## src/hdl/pulse_width_frame_transceiver_macros.svh

```systemverilog
// Assertion macros for the pulse-width link RTL.
`ifndef PULSE_WIDTH_FRAME_TRANSCEIVER_MACROS_SVH
`define PULSE_WIDTH_FRAME_TRANSCEIVER_MACROS_SVH

// Same-cycle implication, checked out of reset.
`define PWFX_ASSERT_NOW(label, clk, rst_n, ante, cons) \
  label: assert property (@(posedge clk) disable iff (!rst_n) (ante) |-> (cons)) \
    else $error("pwfx check failed");

// Next-cycle implication, checked out of reset.
`define PWFX_ASSERT_NEXT(label, clk, rst_n, ante, cons) \
  label: assert property (@(posedge clk) disable iff (!rst_n) (ante) |=> (cons)) \
    else $error("pwfx check failed");

`endif

```

## src/hdl/pwfx_pkg.sv

```systemverilog
// Types and constants of the pulse-width link transceiver.
package pwfx_pkg;

  localparam int FRAME_BYTES = 3;
  localparam int FRAME_BITS  = FRAME_BYTES * 8;
  localparam int WIDTH_BITS  = 16;
  localparam int BIT_IDX_W   = $clog2(FRAME_BITS);
  localparam int SLOT_CNT_W  = 7;
  localparam int RX_IDX_W    = 8;
  localparam int STOP_SLOTS  = 3;
  localparam int STOP_HOLD   = 1;

  typedef enum logic [1:0] {
    MODE_LOAD  = 2'd0,
    MODE_TICK  = 2'd1,
    MODE_WIDTH = 2'd2,
    MODE_RECV  = 2'd3
  } mode_e;

  typedef enum logic [2:0] {
    REG_PREAMBLE_PAIRS = 3'd0,
    REG_HEADER_SLOTS   = 3'd1,
    REG_BIT1_MIN       = 3'd2,
    REG_BIT1_MAX       = 3'd3,
    REG_BIT0_MIN       = 3'd4,
    REG_BIT0_MAX       = 3'd5,
    REG_SKIP_WIDTHS    = 3'd6
  } cfg_reg_e;

  typedef enum logic [1:0] {
    RX_OK        = 2'd0,
    RX_BAD_WIDTH = 2'd1,
    RX_BAD_SUM   = 2'd2
  } rx_status_e;

  typedef enum logic [4:0] {
    PH_IDLE = 5'b00001,
    PH_PRE  = 5'b00010,
    PH_HDR  = 5'b00100,
    PH_DATA = 5'b01000,
    PH_STOP = 5'b10000
  } tx_phase_e;

  typedef struct packed {
    logic [4:0] preamble_pairs;
    logic [5:0] header_slots;
  } tx_cfg_t;

  typedef struct packed {
    logic [WIDTH_BITS-1:0] bit1_min;
    logic [WIDTH_BITS-1:0] bit1_max;
    logic [WIDTH_BITS-1:0] bit0_min;
    logic [WIDTH_BITS-1:0] bit0_max;
    logic [6:0]            skip;
  } rx_cfg_t;

  typedef struct packed {
    logic       is_reply;
    logic       toggle_line;
    logic       tx_last;
    logic [7:0] reply_first;
    logic [7:0] reply_second;
    rx_status_e rx_status;
  } res_t;

endpackage

```

## src/hdl/pwfx_tx.sv

```systemverilog
// Transmit slot sequencer: preamble, header gap, coded data bits, stop slots.
module pwfx_tx import pwfx_pkg::*; (
  input  logic       clk_i,
  input  logic       rst_ni,
  input  logic       load_i,
  input  logic       tick_i,
  input  logic [7:0] first_byte_i,
  input  logic [7:0] second_byte_i,
  input  tx_cfg_t    cfg_i,
  output logic       res_valid_o,
  output res_t       res_o
);

  tx_phase_e               phase_q, phase_d;
  logic [SLOT_CNT_W-1:0]   cnt_q, cnt_d;
  logic [1:0]              sub_q, sub_d;
  logic [BIT_IDX_W-1:0]    bit_q, bit_d;
  logic [FRAME_BITS-1:0]   shift_q, shift_d;

  tx_phase_e               mid_phase, eff_phase;
  logic [SLOT_CNT_W-1:0]   mid_cnt, eff_cnt;
  logic                    pre_done, hdr_done;
  logic                    tog, last;

  // Skip phases that are empty or already complete.
  always_comb begin
    pre_done  = (phase_q == PH_PRE) &&
                (cnt_q >= {1'b0, cfg_i.preamble_pairs, 1'b0});
    mid_phase = pre_done ? PH_HDR : phase_q;
    mid_cnt   = pre_done ? '0 : cnt_q;
    hdr_done  = (mid_phase == PH_HDR) && (mid_cnt >= {1'b0, cfg_i.header_slots});
    eff_phase = hdr_done ? PH_DATA : mid_phase;
    eff_cnt   = hdr_done ? '0 : mid_cnt;
  end

  always_comb begin
    phase_d     = phase_q;
    cnt_d       = cnt_q;
    sub_d       = sub_q;
    bit_d       = bit_q;
    shift_d     = shift_q;
    tog         = 1'b0;
    last        = 1'b0;
    res_valid_o = 1'b0;
    if (load_i) begin
      shift_d = {first_byte_i ^ second_byte_i, second_byte_i, first_byte_i};
      phase_d = PH_PRE;
      cnt_d   = '0;
      sub_d   = '0;
      bit_d   = '0;
    end else if (tick_i) begin
      phase_d     = eff_phase;
      cnt_d       = eff_cnt;
      res_valid_o = 1'b1;
      unique case (eff_phase)
        PH_PRE: begin
          tog   = 1'b1;
          cnt_d = eff_cnt + SLOT_CNT_W'(1);
        end
        PH_HDR: begin
          cnt_d = eff_cnt + SLOT_CNT_W'(1);
        end
        PH_DATA: begin
          unique case (sub_q)
            2'd0:    tog = 1'b1;
            2'd1:    tog = shift_q[0];
            default: tog = ~shift_q[0];
          endcase
          if (sub_q == 2'd2) begin
            shift_d = shift_q >> 1;
            sub_d   = '0;
            if (bit_q == BIT_IDX_W'(FRAME_BITS - 1)) begin
              phase_d = PH_STOP;
              cnt_d   = '0;
              bit_d   = '0;
            end else begin
              bit_d = bit_q + BIT_IDX_W'(1);
            end
          end else begin
            sub_d = sub_q + 2'd1;
          end
        end
        PH_STOP: begin
          tog   = (eff_cnt != SLOT_CNT_W'(STOP_HOLD));
          cnt_d = eff_cnt + SLOT_CNT_W'(1);
          if (eff_cnt == SLOT_CNT_W'(STOP_SLOTS - 1)) begin
            last    = 1'b1;
            phase_d = PH_IDLE;
            cnt_d   = '0;
          end
        end
        default: begin
          phase_d     = PH_IDLE;
          res_valid_o = 1'b0;
        end
      endcase
    end
  end

  always_comb begin
    res_o              = '0;
    res_o.is_reply     = 1'b0;
    res_o.toggle_line  = tog;
    res_o.tx_last      = last;
    res_o.rx_status    = RX_OK;
  end

  always_ff @(posedge clk_i or negedge rst_ni) begin
    if (!rst_ni) begin
      phase_q <= PH_IDLE;
      cnt_q   <= '0;
      sub_q   <= '0;
      bit_q   <= '0;
      shift_q <= '0;
    end else begin
      phase_q <= phase_d;
      cnt_q   <= cnt_d;
      sub_q   <= sub_d;
      bit_q   <= bit_d;
      shift_q <= shift_d;
    end
  end

endmodule

```

## src/hdl/pwfx_rx.sv

```systemverilog
// Receive decoder: skips leading widths, classes 24 widths, checks the XOR byte.
module pwfx_rx import pwfx_pkg::*; (
  input  logic                  clk_i,
  input  logic                  rst_ni,
  input  logic                  start_i,
  input  logic                  width_i,
  input  logic [WIDTH_BITS-1:0] pulse_width_i,
  input  rx_cfg_t               cfg_i,
  output logic                  res_valid_o,
  output res_t                  res_o
);

  logic                  active_q, active_d;
  logic [RX_IDX_W-1:0]   idx_q, idx_d;
  logic [FRAME_BITS-1:0] shift_q, shift_d;

  logic                  in_skip;
  logic [RX_IDX_W-1:0]   pos_full;
  logic [BIT_IDX_W-1:0]  pos;
  logic                  is_one, is_zero, at_end;
  logic [FRAME_BITS-1:0] shift_new;

  always_comb begin
    in_skip   = idx_q < {1'b0, cfg_i.skip};
    pos_full  = idx_q - {1'b0, cfg_i.skip};
    // A position past the last bit counts as the last bit.
    pos       = (pos_full > RX_IDX_W'(FRAME_BITS - 1)) ?
                BIT_IDX_W'(FRAME_BITS - 1) : pos_full[BIT_IDX_W-1:0];
    at_end    = (pos == BIT_IDX_W'(FRAME_BITS - 1));
    is_one    = (pulse_width_i >= cfg_i.bit1_min) && (pulse_width_i <= cfg_i.bit1_max);
    is_zero   = (pulse_width_i >= cfg_i.bit0_min) && (pulse_width_i <= cfg_i.bit0_max);
    shift_new = shift_q | (is_one ? (FRAME_BITS'(1) << pos) : '0);
  end

  always_comb begin
    active_d    = active_q;
    idx_d       = idx_q;
    shift_d     = shift_q;
    res_valid_o = 1'b0;
    res_o       = '0;
    res_o.is_reply  = 1'b1;
    res_o.rx_status = RX_OK;
    if (start_i) begin
      active_d = 1'b1;
      idx_d    = '0;
      shift_d  = '0;
    end else if (width_i && active_q) begin
      if (in_skip) begin
        idx_d = idx_q + RX_IDX_W'(1);
      end else if (!is_one && !is_zero) begin
        active_d        = 1'b0;
        res_valid_o     = 1'b1;
        res_o.rx_status = RX_BAD_WIDTH;
      end else begin
        shift_d = shift_new;
        idx_d   = idx_q + RX_IDX_W'(1);
        if (at_end) begin
          active_d    = 1'b0;
          res_valid_o = 1'b1;
          if ((shift_new[7:0] ^ shift_new[15:8] ^ shift_new[23:16]) != 8'd0) begin
            res_o.rx_status = RX_BAD_SUM;
          end else begin
            res_o.reply_first  = shift_new[7:0];
            res_o.reply_second = shift_new[15:8];
          end
        end
      end
    end
  end

  always_ff @(posedge clk_i or negedge rst_ni) begin
    if (!rst_ni) begin
      active_q <= 1'b0;
      idx_q    <= '0;
      shift_q  <= '0;
    end else begin
      active_q <= active_d;
      idx_q    <= idx_d;
      shift_q  <= shift_d;
    end
  end

endmodule

```

## src/hdl/pulse_width_frame_transceiver.sv

```systemverilog
// Pulse-width link transceiver: each input beat passes the input register, then the
// result register; one item per cycle while the result register is not stalled.
// The slot sequencer and width classifier work combinationally, both placed
// between the input register and the result register.
// Reset (rst_ni low, asynchronous) idles transmit and receive, empties both
// registers and restores the configuration registers to their defaults.
`include "pulse_width_frame_transceiver_macros.svh"

module pulse_width_frame_transceiver import pwfx_pkg::*; (
  input  logic                  clk_i,
  input  logic                  rst_ni,
  input  logic                  in_valid_i,
  output logic                  in_stall_o,
  input  logic [1:0]            mode_i,
  input  logic [7:0]            first_byte_i,
  input  logic [7:0]            second_byte_i,
  input  logic [WIDTH_BITS-1:0] pulse_width_i,
  output logic                  out_valid_o,
  input  logic                  out_stall_i,
  output logic                  is_reply_o,
  output logic                  toggle_line_o,
  output logic                  tx_last_o,
  output logic [7:0]            reply_first_o,
  output logic [7:0]            reply_second_o,
  output logic [1:0]            rx_status_o,
  input  logic                  cfg_valid_i,
  output logic                  cfg_ready_o,
  input  logic [2:0]            cfg_index_i,
  input  logic [15:0]           cfg_data_i
);

  tx_cfg_t tx_cfg_q;
  rx_cfg_t rx_cfg_q;

  logic                  s1_valid_q;
  mode_e                 s1_mode_q;
  logic [7:0]            s1_first_q, s1_second_q;
  logic [WIDTH_BITS-1:0] s1_width_q;

  logic                  out_valid_q;
  res_t                  out_q;

  logic in_fire, advance, fire;
  logic tx_valid, rx_valid;
  res_t tx_res, rx_res;

  assign cfg_ready_o = 1'b1;

  always_ff @(posedge clk_i or negedge rst_ni) begin
    if (!rst_ni) begin
      tx_cfg_q.preamble_pairs <= 5'd8;
      tx_cfg_q.header_slots   <= 6'd4;
      rx_cfg_q.bit1_min       <= '0;
      rx_cfg_q.bit1_max       <= '0;
      rx_cfg_q.bit0_min       <= '0;
      rx_cfg_q.bit0_max       <= '0;
      rx_cfg_q.skip           <= 7'd20;
    end else if (cfg_valid_i && cfg_ready_o) begin
      unique case (cfg_reg_e'(cfg_index_i))
        REG_PREAMBLE_PAIRS: tx_cfg_q.preamble_pairs <= cfg_data_i[4:0];
        REG_HEADER_SLOTS:   tx_cfg_q.header_slots   <= cfg_data_i[5:0];
        REG_BIT1_MIN:       rx_cfg_q.bit1_min       <= cfg_data_i[WIDTH_BITS-1:0];
        REG_BIT1_MAX:       rx_cfg_q.bit1_max       <= cfg_data_i[WIDTH_BITS-1:0];
        REG_BIT0_MIN:       rx_cfg_q.bit0_min       <= cfg_data_i[WIDTH_BITS-1:0];
        REG_BIT0_MAX:       rx_cfg_q.bit0_max       <= cfg_data_i[WIDTH_BITS-1:0];
        REG_SKIP_WIDTHS:    rx_cfg_q.skip           <= cfg_data_i[6:0];
        default: ;
      endcase
    end
  end

  // Input register advances whenever the result register is free or being taken.
  assign advance    = !out_valid_q || !out_stall_i;
  assign fire       = s1_valid_q && advance;
  assign in_stall_o = s1_valid_q && !advance;
  assign in_fire    = in_valid_i && !in_stall_o;

  always_ff @(posedge clk_i or negedge rst_ni) begin
    if (!rst_ni) begin
      s1_valid_q <= 1'b0;
    end else if (in_fire) begin
      s1_valid_q <= 1'b1;
    end else if (advance) begin
      s1_valid_q <= 1'b0;
    end
  end

  always_ff @(posedge clk_i) begin
    if (in_fire) begin
      s1_mode_q   <= mode_e'(mode_i);
      s1_first_q  <= first_byte_i;
      s1_second_q <= second_byte_i;
      s1_width_q  <= pulse_width_i;
    end
  end

  pwfx_tx u_tx (
    .clk_i         (clk_i),
    .rst_ni        (rst_ni),
    .load_i        (fire && (s1_mode_q == MODE_LOAD)),
    .tick_i        (fire && (s1_mode_q == MODE_TICK)),
    .first_byte_i  (s1_first_q),
    .second_byte_i (s1_second_q),
    .cfg_i         (tx_cfg_q),
    .res_valid_o   (tx_valid),
    .res_o         (tx_res)
  );

  pwfx_rx u_rx (
    .clk_i         (clk_i),
    .rst_ni        (rst_ni),
    .start_i       (fire && (s1_mode_q == MODE_RECV)),
    .width_i       (fire && (s1_mode_q == MODE_WIDTH)),
    .pulse_width_i (s1_width_q),
    .cfg_i         (rx_cfg_q),
    .res_valid_o   (rx_valid),
    .res_o         (rx_res)
  );

  always_ff @(posedge clk_i or negedge rst_ni) begin
    if (!rst_ni) begin
      out_valid_q <= 1'b0;
    end else if (fire) begin
      out_valid_q <= tx_valid || rx_valid;
    end else if (!out_stall_i) begin
      out_valid_q <= 1'b0;
    end
  end

  always_ff @(posedge clk_i) begin
    if (fire) begin
      out_q <= rx_valid ? rx_res : tx_res;
    end
  end

  assign out_valid_o    = out_valid_q;
  assign is_reply_o     = out_q.is_reply;
  assign toggle_line_o  = out_q.toggle_line;
  assign tx_last_o      = out_q.tx_last;
  assign reply_first_o  = out_q.reply_first;
  assign reply_second_o = out_q.reply_second;
  assign rx_status_o    = out_q.rx_status;

  `PWFX_ASSERT_NOW(a_one_source, clk_i, rst_ni, 1'b1, !(tx_valid && rx_valid))
  `PWFX_ASSERT_NOW(a_stall_needs_item, clk_i, rst_ni, in_stall_o, s1_valid_q)
  `PWFX_ASSERT_NOW(a_error_no_bytes, clk_i, rst_ni, rx_valid && (rx_res.rx_status != RX_OK),
                   (rx_res.reply_first == 8'd0) && (rx_res.reply_second == 8'd0))
  `PWFX_ASSERT_NEXT(a_held_result, clk_i, rst_ni, out_valid_q && out_stall_i,
                    out_valid_q && $stable(out_q))

endmodule

```

## config.mk

```make
export PLATFORM = sky130hd
export DESIGN_NAME = pulse_width_frame_transceiver
export DESIGN_NICKNAME = d
export VERILOG_FILES = /design/src/hdl/pwfx_pkg.sv /design/src/hdl/pwfx_tx.sv /design/src/hdl/pwfx_rx.sv /design/src/hdl/pulse_width_frame_transceiver.sv
export VERILOG_INCLUDE_DIRS = /design/src /design/src/hdl
export SDC_FILE = /design/constraint.sdc
export NUM_CORES = 1
export LEC_CHECK = 0
export BUFFER_PORTS_ARGS = -buffer_cell sky130_fd_sc_hd__buf_2
export CORE_ASPECT_RATIO = 1.5
export CORE_MARGIN = 3
export CORE_UTILIZATION = 66
export CTS_BUF_LIST = sky130_fd_sc_hd__clkbuf_16
export DETAILED_ROUTE_END_ITERATION = 6
export GPL_ROUTABILITY_DRIVEN = 0
export PLACE_DENSITY_LB_ADDON = 0.12
export SYNTH_ARGS = -nofsm -noshare
export SYNTH_HDL_FRONTEND = slang
export SYNTH_SLANG_ARGS = --single-unit
```

## constraint.sdc

```tcl
create_clock -name clk_i -period 8.8 [get_ports clk_i]
set_input_delay 0.88 -clock clk_i [delete_from_list [all_inputs] [get_ports clk_i]]
set_output_delay 0.88 -clock clk_i [all_outputs]
set_load 0.02 [all_outputs]
```

==> results.json <==
{
  "arrival_ps": 5880,
  "vias_per_cell": 6.20,
  "worst_setup_path_start_kind": "flop",
  "clockBufferDepth": 3,
  "grt_pass1_vias": 9008,
  "setup_viol": 0,
  "coreArea_um2": 17500,
  "tightest_slew_ps": 1100,
  "ioPinCount": 82,
  "grt_setup_unrepaired": "false",
  "multiInputGateArea_um2": 5720,
  "hold_viol": 0,
  "seqCellArea_um2": 5660,
  "drcViolationCount": 0,
  "syn_area_um2": 11900,
  "first_iter_violations": 568,
  "timing_worst_setup_path_type": "flop to flop",
  "place_area_um2": 12500,
  "setup_tns_ps": 0,
  "cap_violations": 0,
  "synthCells": 1180,
  "htree_levels": 1,
  "switchingPower_mw": 1.18,
  "combinationalPowerShare": 0.325,
  "crit_fanout": 14,
  "cts_tree": "done",
  "cp-end-kind": "flop",
  "finalCritPeriodShare": 0.629,
  "synth_nets": 1326,
  "p_leak_nw": 5.83,
  "status": "finished, final reports clean",
  "antenna_found_initial": 0,
  "fin_crit_ps": 5540,
  "yosysMostFrequentCell": "dfrtp_1",
  "drt-total-wl_um": 26200,
  "synth_commonest_cells": "dfrtp_1 (155), o21ai_0 (114), nand2_1 (112), inv_1 (93), ha_1 (87)",
  "slew_violations": 0,
  "synth_area_leaders": "dfrtp_1 (33%), edfxtp_1 (14%), ha_1 (9.1%)",
  "numCtsBuffers": 21,
  "syn2layout_area_growth_pct": 10.6,
  "fin_hold_ws_ps": 474,
  "avgSynthCellArea_um2": 10.1,
  "port-buffer-count": 80,
  "synth_top_cell_by_area": "dfrtp_1",
  "p_int_mw": 2.16,
  "fp.dieW_um": 116,
  "seqPwrFrac": 0.400,
  "synth-main-ff-cell": "dfrtp_1",
  "ys_async_sr_fraction": 0.744,
  "slew_headroom": 0.262,
  "die_h_um": 171,
  "wire_per_inst_um": 17.7,
  "clk_pin_slew_ps": 60,
  "final_util": 0.753,
  "grt_max_degree": 110,
  "rows": 59,
  "gr-usage-all-layers": 0.270,
  "ir_worst_vdd_v": 0.000208,
  "postCtsHoldBufs": 0,
  "fin_nets": 1394,
  "antenna_cells": 0,
  "final_cells": 1476,
  "seq_area_frac_synth": 0.475,
  "hpwl_um": 18700,
  "overflow": 0,
  "pre_cts_ws_ps": 3380,
  "cts_resized": 0,
  "final_cell_area_um2": 13200,
  "firstDrtPassIters": 5,
  "synth-seq-cells": 215,
  "n_fill_cell": 1267,
  "clk_latency_ps": 510,
  "num_vias": 9153,
  "grt_pass1_wl_um": 43100,
  "synth_edf_count": 55,
  "p_clk_frac": 0.275,
  "yosys_warnings": 0,
  "worst_hold_path_type": "flop to flop",
  "powerDensity_nw_per_um2": 254,
  "cts.root.buffer_cell": "clkbuf_16",
  "cp.required_ps": 9140,
  "yosysUniqueCellTypes": 77,
  "fin_ws_ps": 3260,
  "drive_above_1_share": 0.156,
  "start_util": 0.681,
  "fmax_ghz": 0.181,
  "switching_share": 0.353,
  "die-area_um2": 19700,
  "synth_top_area_share": 0.326,
  "clock-sinks": 215,
  "post-cts-setup-buffer-count": 0,
  "placedCellCount": 1438,
  "finalPower_mw": 3.34,
  "skew_ps": 9.25,
  "drtAntennaViolNets": 0
}
-- layout make-up --
type | count | area share
clock buffers | 22 | 0.0418
clock inverters | 16 | 0.0114
inverters | 93 | 0.0265
multi-input cells | 828 | 0.434
flip-flops and latches | 215 | 0.430
well taps | 213 | 0.0202
repair buffers | 89 | 0.0360
-- power by group through the flow --
stage / Combinational, mW / Clock (mW) / Sequential (mW)
3_5_place_dp: 1.07 / 0 / 1.35
3_3_place_gp: 1.03 / 0 / 1.34
5_1_grt: 1.22 / 0.969 / 1.36
4_1_cts: 1.07 / 0.933 / 1.33
6_report: 1.09 / 0.917 / 1.34
2_1_floorplan: 0.804 / 0 / 1.33
-- cells by family (layout without fill, tap and decap cells) --
family          Yosys count  after routing  synth area share
compound gates          305            305             0.166
xor+xnor                 15             15            0.0110
fa+ha+maj                88             88            0.0931
buf+inv                 137            220            0.0457
flops                   215            215             0.475
mux                      62             62            0.0566
other cells               1              1          0.000315
simple gates            357            357             0.152
-- sequential cells by signal, summed over array words and instances (netlist names), 2 cells and up --
name	cells
s1_width_q	16
u_tx.shift_q	24
u_tx.phase_q	5
u_rx.idx_q	8
rx_status_o	2
u_rx.shift_q	24
s1_first_q	8
u_tx.sub_q	2
u_tx.cnt_q	7
reply_second_o	8
s1_second_q	8
reply_first_o	8
s1_mode_q	2
tx_cfg_q	11
u_tx.bit_q	5
rx_cfg_q	71
-- critical path, cell delays in order (launching register included) --
cell	delay [ps]
dfrtp_1	480
ha_1	340
nor2b_1	130
o21a_1	120
o21a_1	120
o21ai_0	110
a21oi_1	800
nor2b_1	240
ha_1	260
a21o_1	170
a221oi_1	260
o21ai_0	240
o211a_1	280
nor3_1	390
ha_1	250
o211ai_1	100
a21oi_1	660
nor2_1	80
o2111ai_1	180
o311ai_0	160
-- layout by cell type (no fill, tap or decap), types with 16 or more instances in the layout --
master	instances
nand2_1	112
nor2b_1	16
mux2i_1	19
mux2_2	43
and2_1	17
nor2_1	70
nand3_1	26
nor3_1	23
edfxtp_1	55
ha_1	87
clkbuf_16	22
a21oi_1	61
o21ai_0	114
a21o_1	21
inv_1	100
dfrtp_1	155
buf_2	79
-- per-layer routing --
| metal | up-vias | global-route usage | wire length [um] |
|---|---|---|---|
| met3 | 85 | 0.0372 | 1250 |
| li1 | 4400 | - | - |
| met4 | 0 | 0.111 | 987 |
| met1 | 4396 | 0.329 | 10500 |
| met5 | - | 0 | 0 |
| met2 | 272 | 0.479 | 13500 |
-- worst paths after layout --
kind	from	endpoint	slack, ps	depth (start not counted)
setup reg to reg	u_tx.cnt_q[2]	u_tx.cnt_q[2]	3260	19
hold / removal	u_tx.shift_q[20]	u_tx.shift_q[20]	470	2
max in group asynchronous	rst_ni	u_tx.shift_q[15]	7080	2
setup / recovery	u_tx.cnt_q[2]	u_tx.cnt_q[2]	3260	19
hold reg to reg	u_tx.shift_q[20]	u_tx.shift_q[20]	470	2
min in group asynchronous	rst_ni	rx_cfg_q[64]	480	1
(Power assumes the default switching activity.)
